## src/hw/rtl/assert_macros.svh

```systemverilog
// Assertion macros shared by the flow cache RTL.
// Depends on nothing; the including module provides i_clk and i_rst_n.
`ifndef ASSERT_MACROS_SVH
`define ASSERT_MACROS_SVH

// The consequent must hold in the same cycle as the antecedent.
`define NFC_ASSERT_IMPLY(lbl, ante, cons, msg) \
    lbl: assert property (@(posedge i_clk) disable iff (!i_rst_n) (ante) |-> (cons)) \
        else $error(msg);

// The consequent must hold in the cycle after the antecedent.
`define NFC_ASSERT_NEXT(lbl, ante, cons, msg) \
    lbl: assert property (@(posedge i_clk) disable iff (!i_rst_n) (ante) |=> (cons)) \
        else $error(msg);

`endif

```

## src/hw/rtl/nfc_pkg.sv

```systemverilog
// Shared types, codes and constants of the flow cache.
// Used by nfc_cell, nfc_uptime and netflow_flow_cache_unit.
package nfc_pkg;

    localparam int CACHE_ENTRIES_DEF = 32;

    localparam int MS_PER_S = 1000;
    localparam int US_PER_S = 1000000;
    localparam int US_MAX   = US_PER_S - 1;

    // Reciprocal of 1000 scaled by 2^30, exact for values below one million.
    localparam int DIV_MUL   = 1073742;
    localparam int DIV_SHIFT = 30;

    localparam logic [15:0] INACT_S_RST = 16'd10;
    localparam logic [15:0] ACT_S_RST   = 16'd60;
    localparam logic [5:0]  LIMIT_RST   = 6'd32;

    localparam logic [1:0] CFG_INACTIVE = 2'd0;
    localparam logic [1:0] CFG_ACTIVE   = 2'd1;
    localparam logic [1:0] CFG_LIMIT    = 2'd2;

    typedef struct packed {
        logic        valid;
        logic        mark;
        logic [63:0] addr;
        logic [39:0] ppr;
        logic [7:0]  tos;
        logic [5:0]  flags;
        logic [31:0] pk;
        logic [31:0] oc;
        logic [31:0] fi;
        logic [31:0] la;
    } t_entry;

    typedef enum logic [2:0] {
        C_HOLD,
        C_FROM_LEFT,
        C_FROM_RIGHT,
        C_LOAD,
        C_HIT,
        C_MARK
    } t_cell_op;

    typedef enum logic [3:0] {
        S_IDLE,
        S_TIME0,
        S_TIME1,
        S_PASS1,
        S_LOOK,
        S_COUNT,
        S_EVICT,
        S_INSERT,
        S_PASS2,
        S_DRAIN
    } t_state;

endpackage

```

## src/hw/rtl/nfc_uptime.sv

```systemverilog
// Uptime in milliseconds since the first packet, three register stages.
// Depends on nfc_pkg.
module nfc_uptime (
    input  logic        i_clk,
    input  logic        i_rst_n,
    input  logic        i_load,
    input  logic [31:0] i_sec,
    input  logic [19:0] i_usec,
    output logic [31:0] o_now
);

    logic               r_started;
    logic [31:0]        r_start_s;
    logic [19:0]        r_start_us;
    logic [31:0]        r_ds;
    logic [19:0]        r_du;
    logic [31:0]        r_ms;
    logic [9:0]         r_q;
    logic [31:0]        r_now;
    logic [19:0]        w_us;
    logic signed [20:0] w_du;
    logic [31:0]        n_ds;
    logic [19:0]        n_du;
    logic [40:0]        w_prod;

    assign w_us = (i_usec > 20'(nfc_pkg::US_MAX)) ? 20'(nfc_pkg::US_MAX) : i_usec;

    always_comb begin
        w_du = $signed({1'b0, w_us}) - $signed({1'b0, r_start_us});
        n_ds = i_sec - r_start_s;
        if (w_du < 0) begin
            w_du = w_du + 21'(nfc_pkg::US_PER_S);
            n_ds = n_ds - 32'd1;
        end
        n_du = w_du[19:0];
        if (!r_started) begin
            n_ds = '0;
            n_du = '0;
        end
    end

    always_ff @(posedge i_clk) begin
        if (!i_rst_n) begin
            r_started <= 1'b0;
        end else if (i_load) begin
            r_started <= 1'b1;
        end
    end

    always_ff @(posedge i_clk) begin
        if (i_load && !r_started) begin
            r_start_s  <= i_sec;
            r_start_us <= w_us;
        end
        if (i_load) begin
            r_ds <= n_ds;
            r_du <= n_du;
        end
    end

    assign w_prod = 41'(r_du) * 41'(nfc_pkg::DIV_MUL);

    always_ff @(posedge i_clk) begin
        r_ms  <= r_ds * 32'(nfc_pkg::MS_PER_S);
        r_q   <= w_prod[nfc_pkg::DIV_SHIFT +: 10];
        r_now <= r_ms + 32'(r_q);
    end

    assign o_now = r_now;

endmodule

```

## config.mk

```make
export PLATFORM = sky130hd
export DESIGN_NAME = nfc_uptime
export DESIGN_NICKNAME = d
export VERILOG_FILES = /design/src/hw/rtl/assert_macros.svh /design/src/hw/rtl/nfc_pkg.sv /design/src/hw/rtl/nfc_uptime.sv
export SDC_FILE = /design/constraint.sdc
export NUM_CORES = 1
export LEC_CHECK = 0
export ABC_AREA = 1
export BUFFER_PORTS_ARGS = -buffer_cell sky130_fd_sc_hd__buf_2
export CAP_MARGIN = 20
export CORE_MARGIN = 2
export CORE_UTILIZATION = 58
export DETAILED_ROUTE_END_ITERATION = 6
export HOLD_SLACK_MARGIN = 0.08
export PLACE_DENSITY_LB_ADDON = 0.1
export SLEW_MARGIN = 20
export SYNTH_ARGS = -nofsm -noshare
export SYNTH_HDL_FRONTEND = slang
export SYNTH_SLANG_ARGS = --single-unit
```

## constraint.sdc

```tcl
create_clock -name i_clk -period 4.8 [get_ports i_clk]
set_input_delay 0.96 -clock i_clk [delete_from_list [all_inputs] [get_ports i_clk]]
set_output_delay 0.96 -clock i_clk [all_outputs]
set_load 0.1 [all_outputs]
```

; ---- Word level (Yosys, flattened, before mapping)
; Index checks and enable logic that the tools add are counted.
[totals]
ff_bits = 176
output_inout_bits = 32
wordCells = 22
[op_classes]
n_addsub = 5
mul = 2
n_lt_le_gt_ge = 2
muxes = 3
n_reduce_logical = 2
[ops]
columns = cell, count
row1 = 20-bit two-way mux, 2
row2 = 20-bit by 20-bit multiplier with 39-bit output (second input constant), 1
row3 = 32-bit by 10-bit adder with 32-bit output, 1
row4 = 32-bit by 7-bit multiplier with 29-bit output (second input constant), 1
row5 = 32-bit two-way mux, 1
row6 = 32-bit by 1-bit subtractor with 32-bit output (second input constant), 1
row7 = 32-bit subtractor, 1
row8 = 21-bit by 1-bit less-than comparator with 1-bit output (second input constant), 1
row9 = 20-bit by 20-bit subtractor with 21-bit output, 1
row10 = 20-bit by 17-bit adder with 20-bit output (second input constant), 1
row11 = 20-bit > comparator (second input constant), 1
row12 = 1-bit logical AND, 1
row13 = 1-bit logical NOT, 1

; ---- Longest topological paths before layout
[depth]
depth_word = 5
ltp_mapped = 24

; ---- Worst setup path before layout
; Ideal clock, no wire load.
[synth_path]
kind = register to register
start = reg r_du[2]
end = reg r_q[8]
arrival_ps = 4685
required_time_ps = 4677
path_slack_ps = -9
path_stages_with_launch = 21
path_cell_list = edfxtp_1 ha_1 ha_1 inv_1 fa_1 fa_1 inv_1 fa_1 fa_1 inv_1 fa_1 inv_1 ha_1 nand2_1 inv_1 nand2_1 nor3_1 nand2_1 o21ai_0 a21oi_1 xor2_1
[synth_between]
elab_chain_cells = 1
[synth_rtl]
columns = element, line
row1 = start: declaration, nfc_uptime.sv:16  ; logic [19:0] r_du;
row2 = start signal: assignment, nfc_uptime.sv:57  ; r_du <= n_du;
row3 = 20-bit by 20-bit multiplier with 39-bit output, nfc_uptime.sv:61  ; assign w_prod = 41'(r_du) * 41'(nfc_pkg::DIV_MUL);
row4 = via w_prod[38], nfc_uptime.sv:24  ; logic [40:0] w_prod;
row5 = end signal: assignment, nfc_uptime.sv:65  ; r_q <= w_prod[nfc_pkg::DIV_SHIFT +: 10];
row6 = end: declaration, nfc_uptime.sv:18  ; logic [9:0] r_q;
; The timed path passes the listed nets, and every way through them passes these cells.
; A chain may end at the register's enable or synchronous reset.

; ---- Final worst setup path
[layout_path]
start = reg r_du[5]
end = reg r_q[8]
; The elaborated chain is that of the path after synthesis.

==> run summary <==
Outcome -> finished with violations
Failing checks -> negative setup slack
Simple-Gate Fraction of Synth Area -> 20.3%
Launching element type of the critical path -> flip-flop
Number of DRC violations after detailed-routing iteration 0 -> 726
Number of buffers on the longest clock path -> 2
Arrival time at the worst endpoint -> 5.28 ns
Routed wire length -> 43500 um
RSZ-0062 raised after global routing -> true
Mux share of post-synthesis cell area -> 0%
Slowest cell on crit path -> fa_1
Diodes inserted -> 0
Endpoints failing hold -> 0
Global-route wire length before repair -> 73900 um
Global Route Usage Sum -> 25.7%
Clock transition at path regs -> 0.07 ns
Crit path buffers/inverters -> 6
Total count of max-transition violations in the final report -> 0
Req. time, crit path -> 5.14 ns
Period Utilization, post-route -> 103%
CTS Buf Count -> 17
Routability congestion estimate from global placement -> 0.899
Floorplan die area -> 35200 um2
Worst setup path class -> flip-flop to flip-flop
Final critical-path setup slack -> -0.138 ns
Hold Startpoint -> r_q[2]$_DFF_P_
Main combinational cell family by area after synthesis -> adder cells
Net total in the final layout -> 3100
Reg2Reg Launch Point -> r_du[5]$_SDFFCE_PN0P_
Post-synthesis xor/xnor area fraction -> 3.45%
Pin count of the biggest net entering global routing -> 52
First-pass detailed-route iteration total -> 6
Wire length per cell -> 14.3 um
Critical-path maximum fanout -> 3
Worst min-delay path category -> flip-flop to flip-flop
Cells after Synth -> 2379
Post-synthesis net count -> 2895
Max Freq -> 0.203 GHz
Synthesized-area fraction occupied by ao, oa, aoi and oai cells -> 7.94%
Max-Cap Viols -> 0
Hold slack -> 0.330 ns
CTS tree -> built
Number of buffers inserted by port buffering -> 83
Via density per instance -> 5.18
Initial standard-cell utilization of the core -> 58.6%
Clock sink total -> 170
Longest individual stage delay on the worst path -> 0.54 ns
Final worst clock skew -> 0.0135 ns
Start point of the critical path -> r_du[5]$_SDFFCE_PN0P_
Share of cells above drive strength 1 -> 17.0%
Chip width -> 188 um
Synth-to-layout area growth -> 16.0%
Vias post-DR -> 15800
Number of enable-type register cells in the synthesized netlist -> 98
Cell mode on critical path -> fa_1
Number of H-tree levels -> 4
Number of warning messages in the yosys log -> 0
Path depth of the worst reg2reg path -> 21
Core area -> 33400 um2
DRC violations left -> 0
Number of nets still failing antenna checks after routing -> 0
Slew of the pin with the lowest slew margin -> 0.615 ns
HPWL reported at the end of detailed placement -> 36100 um
Worst skew pair latency -> 0.46 ns
Capture point of the worst path -> r_q[8]$_DFF_P_
Flip-flop and latch count after synthesis -> 170
Synthesized area per cell -> 8.21 um2
Number of global-route vias before repair -> 15900
Worst slew margin -> 59.0%
Minimum clock period -> 4.94 ns
Critical path depth in cells -> 21
Combined area of all synthesized cells -> 19500 um2
Sequential share of the synthesized area -> 22.4%
Number of buffers inserted for hold repair after clock tree synthesis -> 0
Kind of capture point of the worst setup path -> flip-flop
Register-to-register setup slack -> -0.14 ns
Commonest non-fill, non-tap cell in the layout -> nand2_1
RR Endpoint -> r_q[8]$_DFF_P_
Distinct cells, synth -> 51
Cell family contributing the most delay on the critical path -> adder cells
Sum of overflow across all layers after global routing -> 0
Number of primary I/O pins -> 87
Main synth FF type -> edfxtp_1
Number of antenna violations at the first check in global routing -> 0
Ys async rst share -> 0%
Root buffer cell -> clkbuf_16
Sequence of cells on the critical path -> buf_4 -> ha_1 -> ha_1 -> inv_1 -> fa_1 -> inv_1 -> ha_4 -> fa_1 -> fa_1 -> inv_1 -> fa_1 -> inv_2 -> ha_4 -> nand2_2 -> inv_2 -> nand2_2 -> nor3_2 -> nand2_1 -> o21ai_4 -> a21oi_2 -> xor2_1
Chip height -> 188 um
Fraction of the mapped netlist area in adder cells -> 36.4%
Count of final setup violators -> 6
Placement Rows -> 67
Most frequent cells in the layout -> nand2_1 (451), inv_1 (450), ha_1 (244), nor2_1 (175), fa_1 (172)
## worst register-to-register path, stage by stage (launching register included)
cell      delay (ns)
edfxtp_1        0.42
buf_4           0.16
ha_1            0.28
ha_1            0.15
inv_1           0.08
fa_1            0.54
inv_1           0.07
ha_4            0.25
fa_1            0.46
fa_1            0.50
inv_1           0.07
fa_1            0.52
inv_2           0.05
ha_4            0.29
nand2_2         0.08
inv_2           0.08
nand2_2         0.06
nor3_2          0.19
nand2_1         0.13
o21ai_4         0.24
a21oi_2         0.09
xor2_1          0.14
## per-layer routing
layer	GRT usage, %	vias up	part of all wire [%]
met1	35.9	7358	49
met2	42.4	337	46
met3	3.09	55	3.5
met4	7.45	0	1.9
li1	-	8031	-
met5	0	-	0
## synthesized netlist by cell type, drive strengths merged, types with 3 or more instances
master | number | area [um2]
o21bai | 5 | 37.5
and2 | 4 | 25.0
o21a | 10 | 75.1
dfxtp | 72 | 1440
fa | 179 | 3580
nand4 | 31 | 194
a21boi | 5 | 37.5
nand3 | 115 | 663
xor2 | 51 | 447
nor2 | 207 | 877
buf | 5 | 36.3
xnor2 | 25 | 226
o211ai | 3 | 22.5
nand3b | 5 | 37.5
o21ai | 87 | 439
nor3 | 29 | 145
or2 | 8 | 52.6
inv | 473 | 1780
clkinv | 3 | 11.3
edfxtp | 98 | 2940
a21oi | 161 | 825
a31oi | 4 | 25.0
clkbuf | 9 | 33.8
nand2 | 495 | 1950
ha | 282 | 3530
## metrics by stage
step | setup slack [ns] | cell area (um2) | std cells | util (%) | setup TNS [ns]
2_1_floorplan | 0.0162 | 19500 | 2379 | - | 0
3_3_place_gp | -0.242 | 21100 | 2989 | 63.4 | -1.70
3_5_place_dp | -0.307 | 21100 | 2989 | 63.4 | -2.34
4_1_cts | -0.0140 | 22300 | 3036 | 66.9 | -0.0169
5_1_grt | -0.302 | 22700 | 3045 | 67.9 | -2.24
6_report | -0.138 | 22700 | 3045 | 67.9 | -0.502
## how the worst min path moves through the flow
stage / cells after the start / slack, ns / endpoint
5_1_grt: 0 / 0.33 / o_now[0]$_DFF_P_
3_3_place_gp: 0 / 0.31 / o_now[1]$_DFF_P_
3_5_place_dp: 0 / 0.31 / o_now[0]$_DFF_P_
6_report: 0 / 0.33 / o_now[2]$_DFF_P_
2_1_floorplan: 0 / 0.31 / o_now[0]$_DFF_P_
4_1_cts: 0 / 0.33 / o_now[0]$_DFF_P_
## state kept, by name, indices dropped and copies added (netlist names)
register,flops
o_now,32
r_ds,29
r_ms,29
r_start_s,29
r_du,20
r_start_us,20
r_q,10
r_started,1
## cell families (layout without fill, tap and decap cells)
group | Yosys count | after routing
adders and majority gates | 461 | 461
AOI/OAI and AO/OA | 286 | 286
buffers and inverters | 490 | 708
DFF | 170 | 170
xor gates and xnor gates | 76 | 76
and+or+nand+nor | 896 | 896
## final cells by class
class                           instances  area (um2)
Clock inverter                         14         144
Clock buffer                           18         439
Multi-Input combinational cell       1719       14000
Sequential cell                       170        4380
Tap cell                              448         561
Inverter                              476        1790
Timing Repair Buffer                  200        1320
Fill cell                            2785       10700
## what timing repair did
item	in CTS	in global routing
endpoints found under the setup margin	10	16
pin swaps	50	32
gates resized for setup	85	70
buffers inserted	16	10
Power is left out: the tool's default activity adds up to more than one toggle a clock period on the data nets, which glitch-free logic cannot reach.
