`src/hw/rtl/assert_macros.svh`:
```
// Assertion macros shared by the flow cache RTL.
// Depends on nothing; the including module provides i_clk and i_rst_n.
`ifndef ASSERT_MACROS_SVH
`define ASSERT_MACROS_SVH

// The consequent must hold in the same cycle as the antecedent.
`define NFC_ASSERT_IMPLY(lbl, ante, cons, msg) \
    lbl: assert property (@(posedge i_clk) disable iff (!i_rst_n) (ante) |-> (cons)) \
        else $error(msg);

// The consequent must hold in the cycle after the antecedent.
`define NFC_ASSERT_NEXT(lbl, ante, cons, msg) \
    lbl: assert property (@(posedge i_clk) disable iff (!i_rst_n) (ante) |=> (cons)) \
        else $error(msg);

`endif

```
`src/hw/rtl/nfc_pkg.sv`:
```
// Shared types, codes and constants of the flow cache.
// Used by nfc_cell, nfc_uptime and netflow_flow_cache_unit.
package nfc_pkg;

    localparam int CACHE_ENTRIES_DEF = 32;

    localparam int MS_PER_S = 1000;
    localparam int US_PER_S = 1000000;
    localparam int US_MAX   = US_PER_S - 1;

    // Reciprocal of 1000 scaled by 2^30, exact for values below one million.
    localparam int DIV_MUL   = 1073742;
    localparam int DIV_SHIFT = 30;

    localparam logic [15:0] INACT_S_RST = 16'd10;
    localparam logic [15:0] ACT_S_RST   = 16'd60;
    localparam logic [5:0]  LIMIT_RST   = 6'd32;

    localparam logic [1:0] CFG_INACTIVE = 2'd0;
    localparam logic [1:0] CFG_ACTIVE   = 2'd1;
    localparam logic [1:0] CFG_LIMIT    = 2'd2;

    typedef struct packed {
        logic        valid;
        logic        mark;
        logic [63:0] addr;
        logic [39:0] ppr;
        logic [7:0]  tos;
        logic [5:0]  flags;
        logic [31:0] pk;
        logic [31:0] oc;
        logic [31:0] fi;
        logic [31:0] la;
    } t_entry;

    typedef enum logic [2:0] {
        C_HOLD,
        C_FROM_LEFT,
        C_FROM_RIGHT,
        C_LOAD,
        C_HIT,
        C_MARK
    } t_cell_op;

    typedef enum logic [3:0] {
        S_IDLE,
        S_TIME0,
        S_TIME1,
        S_PASS1,
        S_LOOK,
        S_COUNT,
        S_EVICT,
        S_INSERT,
        S_PASS2,
        S_DRAIN
    } t_state;

endpackage

```
`src/hw/rtl/nfc_cell.sv`:
```
// One flow entry of the sorted cache chain, with its timeout and key compares.
// Depends on nfc_pkg.
module nfc_cell (
    input  logic              i_clk,
    input  logic              i_rst_n,
    input  nfc_pkg::t_cell_op i_op,
    input  nfc_pkg::t_entry   i_left,
    input  nfc_pkg::t_entry   i_right,
    input  nfc_pkg::t_entry   i_new,
    input  logic [31:0]       i_now,
    input  logic [25:0]       i_inact_ms,
    input  logic [25:0]       i_act_ms,
    output nfc_pkg::t_entry   o_ent,
    output logic              o_expire,
    output logic              o_match,
    output logic              o_after
);

    nfc_pkg::t_entry r_ent;
    nfc_pkg::t_entry n_ent;
    logic            r_valid;
    logic            r_mark;
    logic [31:0]     w_idle;
    logic [31:0]     w_span;

    always_comb begin
        o_ent       = r_ent;
        o_ent.valid = r_valid;
        o_ent.mark  = r_mark;
    end

    assign w_idle   = i_now - r_ent.la;
    assign w_span   = r_ent.la - r_ent.fi;
    assign o_expire = r_valid && ((w_idle > 32'(i_inact_ms)) || (w_span > 32'(i_act_ms))
                      || r_ent.flags[0] || r_ent.flags[2]);
    assign o_match  = r_valid && !r_mark && (r_ent.addr == i_new.addr)
                      && (r_ent.ppr == i_new.ppr);
    assign o_after  = !r_valid || ({i_new.fi, i_new.addr, i_new.ppr}
                      < {r_ent.fi, r_ent.addr, r_ent.ppr});

    always_comb begin
        n_ent = o_ent;
        case (i_op)
            nfc_pkg::C_HOLD: begin
                n_ent = o_ent;
            end
            nfc_pkg::C_FROM_LEFT: begin
                n_ent = i_left;
            end
            nfc_pkg::C_FROM_RIGHT: begin
                n_ent = i_right;
            end
            nfc_pkg::C_LOAD: begin
                n_ent = i_new;
            end
            nfc_pkg::C_HIT: begin
                n_ent.la    = i_now;
                n_ent.pk    = r_ent.pk + 32'd1;
                n_ent.oc    = r_ent.oc + i_new.oc;
                n_ent.flags = r_ent.flags | i_new.flags;
            end
            nfc_pkg::C_MARK: begin
                n_ent.mark = 1'b1;
            end
            default: begin
                n_ent = o_ent;
            end
        endcase
    end

    always_ff @(posedge i_clk) begin
        if (!i_rst_n) begin
            r_valid <= 1'b0;
            r_mark  <= 1'b0;
        end else begin
            r_valid <= n_ent.valid;
            r_mark  <= n_ent.valid && n_ent.mark;
        end
    end

    always_ff @(posedge i_clk) begin
        r_ent <= n_ent;
    end

endmodule

```
`config.mk`:
```
export PLATFORM = sky130hd
export DESIGN_NAME = nfc_cell
export DESIGN_NICKNAME = d
export VERILOG_FILES = /design/src/hw/rtl/assert_macros.svh /design/src/hw/rtl/nfc_pkg.sv /design/src/hw/rtl/nfc_cell.sv
export SDC_FILE = /design/constraint.sdc
export NUM_CORES = 1
export LEC_CHECK = 0
export BUFFER_PORTS_ARGS = -buffer_cell sky130_fd_sc_hd__buf_2
export CORE_AREA = 10 10 416 418
export DETAILED_ROUTE_END_ITERATION = 6
export DIE_AREA = 0 0 426 428
export GPL_TIMING_DRIVEN = 0
export RECOVER_POWER = 50
export SETUP_SLACK_MARGIN = 0.1
export SLEW_MARGIN = 0
export SYNTH_ARGS = -nofsm -noshare
export SYNTH_HDL_FRONTEND = slang
export SYNTH_SLANG_ARGS = --single-unit
```
`constraint.sdc`:
```
create_clock -name i_clk -period 18.5 [get_ports i_clk]
set_clock_uncertainty 0.15 [all_clocks]
set_input_delay 0.925 -clock i_clk [delete_from_list [all_inputs] [get_ports i_clk]]
set_output_delay 0.925 -clock i_clk [all_outputs]
set_load 0.01 [all_outputs]
```
### Yosys cells after proc, flatten, opt, wreduce, memory -nomap -nowiden

Cells that the tools add are included.
Widths: inputs -> output; s select.

| word-level totals | value |
|---|---|
| bits in registers | 248 |
| word-level logic and storage cells | 44 |
| output and inout bits | 251 |
| bits of input ports | 833 |

| cells by class | value |
|---|---|
| bitwise operators | 1 |
| order comparisons | 3 |
| equal/unequal tests | 7 |
| multiplexer cells | 6 |
| add/sub/neg operators | 4 |
| reduce and logical (&&, ||, !) cells | 13 |

Operators with widths:

| operator | count |
|---|---|
| $pmux 112 s3 | 1 |
| $pmux 70 s4 | 1 |
| $lt 136x136->1 | 1 |
| $pmux 32 s4 | 1 |
| $pmux 32 s3 | 1 |
| $eq 64x64->1 | 1 |
| $gt 32x26->1 | 2 |
| $sub 32x32->32 | 2 |
| $eq 40x40->1 | 1 |
| $add 32x1->32 const B | 1 |
| $add 32x32->32 | 1 |
| $eq 3x2->1 const B | 2 |
| $eq 3x3->1 const B | 2 |
| $or 6x6->6 | 1 |
| $logic_and 1x1->1 | 5 |
| $logic_or 1x1->1 | 4 |
| $pmux 1 s4 | 1 |
| $reduce_bool 4->1 | 1 |
| $eq 3x1->1 const B | 1 |
| $pmux 1 s3 | 1 |
| $reduce_bool 3->1 | 1 |
| $logic_not 1->1 | 2 |

### Longest topological paths before layout

Gate-level depths: netlist of the first run.

| depth | value |
|---|---|
| depth after elaboration | 6 |
| gate-level depth with buffers | 23 |
| mapped depth without buffers | 23 |

### Worst setup path before layout of the first run

No wires, ideal clock.

| timing path | value |
|---|---|
| kind | input to register |
| start | input port i_op[0] |
| end | register r_mark |
| stages | 5 |
| buffers on the path | 1 |
| path slack | 9855 ps |
| library setup time | 76 ps |
| data required time | 18274 ps |
| arrival time | 8420 ps |
| cells stage by stage | clkbuf_1 nor2_1 nor2_1 o221a_2 a21boi_0 |

| on the way | value |
|---|---|
| longest elaborated chain between the ends | 3 |
| elaborated cells between the ends (all ways) | 7 |
| classes of those cells | 4 x eq/ne; 2 x mux; 1 x reduce/logical |

RTL lines:

| element | RTL line | source |
|---|---|---|
| start: declaration | nfc_cell.sv:6 | `input nfc_pkg::t_cell_op i_op,` |
| $eq 3x3->1, or another cell as far along | nfc_cell.sv:43 | `case (i_op)` |
| $pmux 1 s4 or $pmux 1 s3 (tied branches) | nfc_cell.sv:43 |  |
| $logic_and 1x1->1 (*) | nfc_cell.sv:77 | `r_mark <= n_ent.valid && n_ent.mark;` |
| end signal: assignment | nfc_cell.sv:77 |  |
| end: declaration | nfc_cell.sv:22 | `logic r_mark;` |

Every way passes the cells marked *; elsewhere a longest branch is shown, timed or not.
A chain may end at the register's enable or synchronous reset.

### Worst setup path after layout of the first run

| timing path | value |
|---|---|
| start | register r_ent (netlist bit o_ent[34]) |
| end | output port o_expire |

| on the way | value |
|---|---|
| longest elaborated chain between the ends | 6 |

RTL lines:

| element | RTL line | source |
|---|---|---|
| start: declaration | nfc_cell.sv:19 | `nfc_pkg::t_entry r_ent;` |
| start signal: assignment | nfc_cell.sv:82 | `r_ent <= n_ent;` |
| $sub 32x32->32 | nfc_cell.sv:33 | `assign w_span = r_ent.la - r_ent.fi;` |
| $gt 32x26->1 | nfc_cell.sv:34 | `assign o_expire = r_valid && ((w_idle > 32'(i_inact_ms)) \|\| (w_span > 32'(i_act_ms))` |
| $logic_or 1x1->1 | nfc_cell.sv:34 |  |
| $logic_or 1x1->1 (2 in a row) | nfc_cell.sv:35 | `\|\| r_ent.flags[0] \|\| r_ent.flags[2]);` |
| $logic_and 1x1->1 | nfc_cell.sv:34 |  |
| end: declaration | nfc_cell.sv:14 | `output logic o_expire,` |

Every way passes these cells.

==> out/metrics.cfg, run 1 <==
[status]
status = complete, but fails checks
violations = capacitance limit, slew limit

[placement]
dpl.hpwl_um = 174000
portBuffers = 1081
place_congestion = 1.03

[grt]
grt_first_pass_wirelength_um = 251000
overflow = 0
antenna_found_initial = 115
grt.total_usage = 0.203
met2_usage = 0.343
grtUsageMet1 = 0.237
grt_start_max_net_pins = 31
busiest_layer = met2
use_met3 = 0.0723
grt_pass1_vias = 26600

[detailed_routing]
drc = 0
first_pass_iters = 6
num_vias = 27200
totalWireLength_um = 196000
drtIter0Drc = 2841
vias_per_cell = 4.49
wl_per_cell_um = 32.4
final_antenna_net_count = 0

[synth]
synth_nets = 3783
yosysWarningCount = 0
synth.distinct_cells = 67
synthTopCellsByArea = edfxtp_1 (31%), ha_1 (15%), mux2i_1 (10%)
netlist.area_leader.share = 0.314
synth_area_leader_cell = edfxtp_1
ys_seq_area_frac = 0.315
syn_inst = 2665
avgSynthCellArea_um2 = 8.84
ys_ff_latch = 248
ys.flop_type = edfxtp_1
syn_area_um2 = 23600
async_flop_share = 0
synth_edf_count = 246

[layout]
regArea_um2 = 7430
finalCoreUtilization = 0.202
fin_nets = 4921
layout_common_cells = buf_2 (839), clkbuf_1 (356), nand2_1 (314), o21ai_0 (298), ha_1 (282)
area_growth_pct = 40.7
fillers = 18600
multi_input_area_um2 = 14700
final_common_cell = buf_2
layout-drive-gt1-share = 0.250

[worst_setup_path]
cp_max_fo = 5
crit_type = reg2out
cp-end-kind = output pin
worstPathRequired_ns = 17.43
cp.arrival_ns = 6.90
cp-start-kind = flop

[cts]
clock_latency_ns = 0.60
cts_resized = 0
hold_buffers = 0
cts_sinks = 248
path_clk_slew_ns = 0.06
tritoncts = built
htreeDepth = 2
cts_buffer_depth = 3
postCtsSetupRepairBufs = 0
cts-root-buf = clkbuf_16
numCtsBuffers = 41

[floorplanning]
rows = 149
die_area_um2 = 182000
dieWidth_um = 426
die_height_um = 428
io_pins = 1084
coreArea_um2 = 164000
start_util = 0.143

[sta]
tightestPinTransition_ns = 2.42
fin_crit_ns = 7.97
finalCritPeriodShare = 0.431
rsz0062_at_grt = false
setup-tns-final_ns = 0
clock.fmax_ghz = 0.125
hold_viol = 0
slew_viol_final = 72
setup_violations = 0
maxSlewHeadroom = -0.616

[power]
p_per_area_nw_per_um2 = 83.0
vdd_drop_max_mv = 0.0540
p_leak_uw = 0.0155

[worst_hold_path]
min_path_type = in2reg

[job]
cap_violations = 3

[stage by stage]
step	area (µm²)	hold WS, ns	setup slack (ns)	std cells	power [µW]
4_1_cts	33500	0.359	10.52	6023	2800
3_5_place_dp	32000	0.529	10.70	5949	1890
5_1_grt	33100	0.390	10.12	6045	2910
3_3_place_gp	31700	0.525	3.37	5935	1880
2_1_floorplan	23600	0.312	9.85	2665	1370
6_report	33100	0.422	10.53	6063	2750
[worst paths after layout]
| path | start | to | slack (ns) | cells past startpoint |
|---|---|---|---|---|
| setup / recovery | o_ent[34] | o_expire | 10.53 | 23 |
| hold / removal | i_rst_n | r_valid | 0.42 | 2 |
| setup reg to reg | o_ent[64] | o_ent[94] | 14.33 | 12 |
| hold reg to reg | o_ent[108] | o_ent[108] | 0.57 | 2 |
[per-layer routing]
metal,share of wire,vias up
met5,0.0017,-
met4,0.034,52
met3,0.11,329
met2,0.48,1481
met1,0.38,13300
li1,-,12100
[cells in the mapped netlist (4+ instances only)]
cell type and n:
a31oi_1 15, nor4_1 8, o21ai_1 5, nor3_1 22
a22oi_1 20, o21a_1 15, and2_1 7, nand2_1 314
a2111oi_0 4, mux2i_1 247, a21o_1 119, a221o_1 16
nand2b_1 13, o211ai_1 34, a211oi_1 21, clkbuf_1 106
o21ai_0 298, and3_1 17, o41ai_1 4, or3_1 5
nand4_1 52, or2_2 4, xnor2_1 58, nor2b_1 10
buf_1 13, nor2_1 114, a21boi_0 4, ha_1 282
nor3b_1 6, o22ai_1 6, o21bai_1 6, o31ai_1 6
inv_1 245, edfxtp_1 246, xor2_1 52, o221a_2 24
a21oi_1 153, a221oi_1 5, nand3_1 40
[report_power, final]
group | leakage [µW] | total (µW) | switching (µW) | internal, µW
clock | 0.000705 | 882 | 343 | 538
combinational | 0.0124 | 1100 | 692 | 410
sequential | 0.00238 | 768 | 67.7 | 700
total | 0.0155 | 2750 | 1100 | 1650
[state kept, by name, summed over array words and instances (netlist names)]
signal   count
o_ent      246
r_valid      1
r_mark       1
[cell type report]
class                   instances  area share
inverters                     245      0.0277
diodes                         40     0.00302
clock buffers                  51      0.0336
well taps                    2189      0.0826
multi-input cells            2049       0.445
clock inverters                23      0.0102
flip-flops and latches        248       0.224
repair buffers               1095       0.159
plain buffers                 123      0.0146
[logic make-up after synthesis]
logic type	Yosys count	share of synthesized area
compound gates	781	0.208
fa+ha+maj	285	0.152
mux	249	0.106
simple gates	624	0.118
buf+inv	368	0.0591
xor+xnor	110	0.0409
flops	248	0.315
[worst max-delay path: stages (launching register included)]
cell	delay, ns
edfxtp_1	0.43
inv_1	0.22
ha_1	0.30
o21a_1	0.15
o31a_1	0.15
o21ai_0	0.14
a21oi_1	0.47
a21oi_1	0.26
o31ai_1	0.57
o21ai_0	0.28
o21bai_1	0.23
a21oi_1	0.11
xnor2_1	0.35
ha_1	0.33
a211oi_1	0.22
o21ai_0	0.12
a21oi_1	0.12
o21ai_0	0.14
or3_1	0.39
a211o_1	0.31
a211oi_1	0.23
nand4_1	0.18
o41a_1	0.42
buf_2	0.17
Power figures use the tool's default switching activity.
==> run 2, diff against run 1 <==
clock period = 7.2 ns   (was 18.5 ns; I/O delays follow)
==> out/metrics.cfg, run 2 (synthesis gave the netlist of run 1 again) <==
[sta]
hold_viol = 0
tightestPinTransition_ns = 1.62
maxSlewHeadroom = -0.0778
slew_viol_final = 50
fin_crit_ns = 6.72
finalCritPeriodShare = 0.933
setup_violations = 0
worst_slack_ns = 0.482
clock.fmax_ghz = 0.149
rsz0062_at_grt = false

[status]
status = complete, but fails checks
violations = capacitance limit, slew limit

[job]
cap_violations = 3

[cts]
cts_buffer_depth = 3
numCtsBuffers = 42
path_clk_slew_ns = 0.06
clock_latency_ns = 0.62
htreeDepth = 2
cts-root-buf = clkbuf_16
tritoncts = built
cts_sinks = 248

[placement]
portBuffers = 1081
place_inst = 5950
place_ws_ns = 0.379
place_congestion = 0.993
dpl.hpwl_um = 176000

[detailed_routing]
wl_per_cell_um = 31.3
drtIter0Drc = 2695
totalWireLength_um = 202000
num_vias = 28900
drc = 0
final_antenna_net_count = 0
vias_per_cell = 4.49
first_pass_iters = 6

[worst_setup_path]
cp-start-kind = flop
cp.arrival_ns = 6.21
cp_max_fo = 5
worstPathRequired_ns = 6.69
cp-end-kind = output pin
crit_type = reg2out

[floorplanning]
die_height_um = 428
dieWidth_um = 426
start_util = 0.143
rows = 149
io_pins = 1084
coreArea_um2 = 164000
die_area_um2 = 182000

[layout]
area_growth_pct = 56.2
fin_nets = 5290
final_cells = 6442
layout-drive-gt1-share = 0.232
fillers = 18500
layout_common_cells = buf_2 (840), dlygate4sd3_1 (361), clkbuf_1 (355), nand2_1 (314), o21ai_0 (296)
largest_reg_flops = 246
final_common_cell = buf_2

[power]
vdd_drop_max_mv = 0.161
p_leak_uw = 0.0170
p_per_area_nw_per_um2 = 196

[grt]
grt_start_max_net_pins = 31
grt_first_pass_wirelength_um = 261000
antenna_found_initial = 126
grt_pass1_vias = 29000
overflow = 0
grt.total_usage = 0.209

[worst_hold_path]
min_path_type = in2reg

==> run 2: cell types whose count changed in the layout (fill, tap and decap cells not counted), sizes merged, moves of 3 or more <==
cell | previous run | this run
bufinv | 8 | 5
diode | 40 | 48
buf | 859 | 867
dlygate4sd3 | 0 | 361
clkinv | 12 | 16
clkinvlp | 1 | 4
==> run 2: worst paths after layout <==
| check | cells after the start | slack [ns] | startpoint | endpoint |
|---|---|---|---|---|
| hold reg to reg | 2 | 0.57 | o_ent[118] | o_ent[118] |
| setup reg to reg | 11 | 2.98 | o_ent[65] | o_ent[91] |
| hold / removal | 3 | 0.02 | i_left[53] | o_ent[53] |
| setup / recovery | 22 | 0.48 | o_ent[33] | o_expire |
==> run 2: metrics by stage <==
step / power, µW / cell area [µm²] / util / setup TNS [ns] / hold slack [ns]
finish: 7230 / 36800 / 0.224 / 0 / 0.0237
CTS: 7330 / 37000 / 0.225 / 0 / 0.000716
global route: 7660 / 36800 / 0.224 / 0 / 0.0125
global placement: 4820 / 31700 / 0.193 / -794.10 / 0.487
detailed placement: 4850 / 32000 / 0.195 / 0 / 0.491
floorplan: 3510 / 23600 / - / 0 / 0.312
==> run 2: power by group <==
group          switching, µW  total, µW  internal, µW
registers                176       1980          1800
clock network            902       2190          1280
logic                   1830       3070          1230
==> run 2: cell type report <==
type | count | area, µm² | area share
Multi-Input combinational cell | 2049 | 14800 | 0.403
Antenna cell | 48 | 120 | 0.00326
Inverter | 245 | 920 | 0.0250
Tap cell | 2189 | 2740 | 0.0744
Clock buffer | 51 | 1130 | 0.0306
Timing Repair Buffer | 1463 | 8920 | 0.242
Buffer | 123 | 484 | 0.0132
Clock inverter | 26 | 255 | 0.00693
Sequential cell | 248 | 7430 | 0.202
==> run 2: layer usage <==
metal | vias to the layer above | track usage | routed length [µm]
met5 | - | 0 | 451
met1 | 14100 | 0.241 | 75700
met3 | 385 | 0.0760 | 21400
met4 | 66 | 0.0757 | 7700
met2 | 1493 | 0.351 | 96600
li1 | 12900 | - | -
==> run 2: worst max-delay path, cell delays in order (launching register included) <==
cell	delay [ns]
edfxtp_1	0.46
inv_1	0.26
ha_1	0.28
nor2b_1	0.14
o31a_1	0.26
o21ai_1	0.20
a21oi_2	0.14
a21oi_2	0.33
o31ai_4	0.13
o21ai_1	0.25
o21bai_1	0.12
a21oi_1	0.19
xnor2_1	0.12
ha_1	0.32
nand2_1	0.08
or4_1	0.62
nor4_2	0.25
nand2_1	0.10
a211o_1	0.36
a211oi_2	0.19
nand4_1	0.16
o41a_1	0.44
buf_2	0.17
==> run 2: what timing repair did <==
action                                 CTS  global route
buffers inserted                         3             3
endpoints found under the hold margin  213             0
gates resized for setup                  4            13
setup endpoints to repair                1             1
hold buffers                           361             0
pin swaps                                0             4
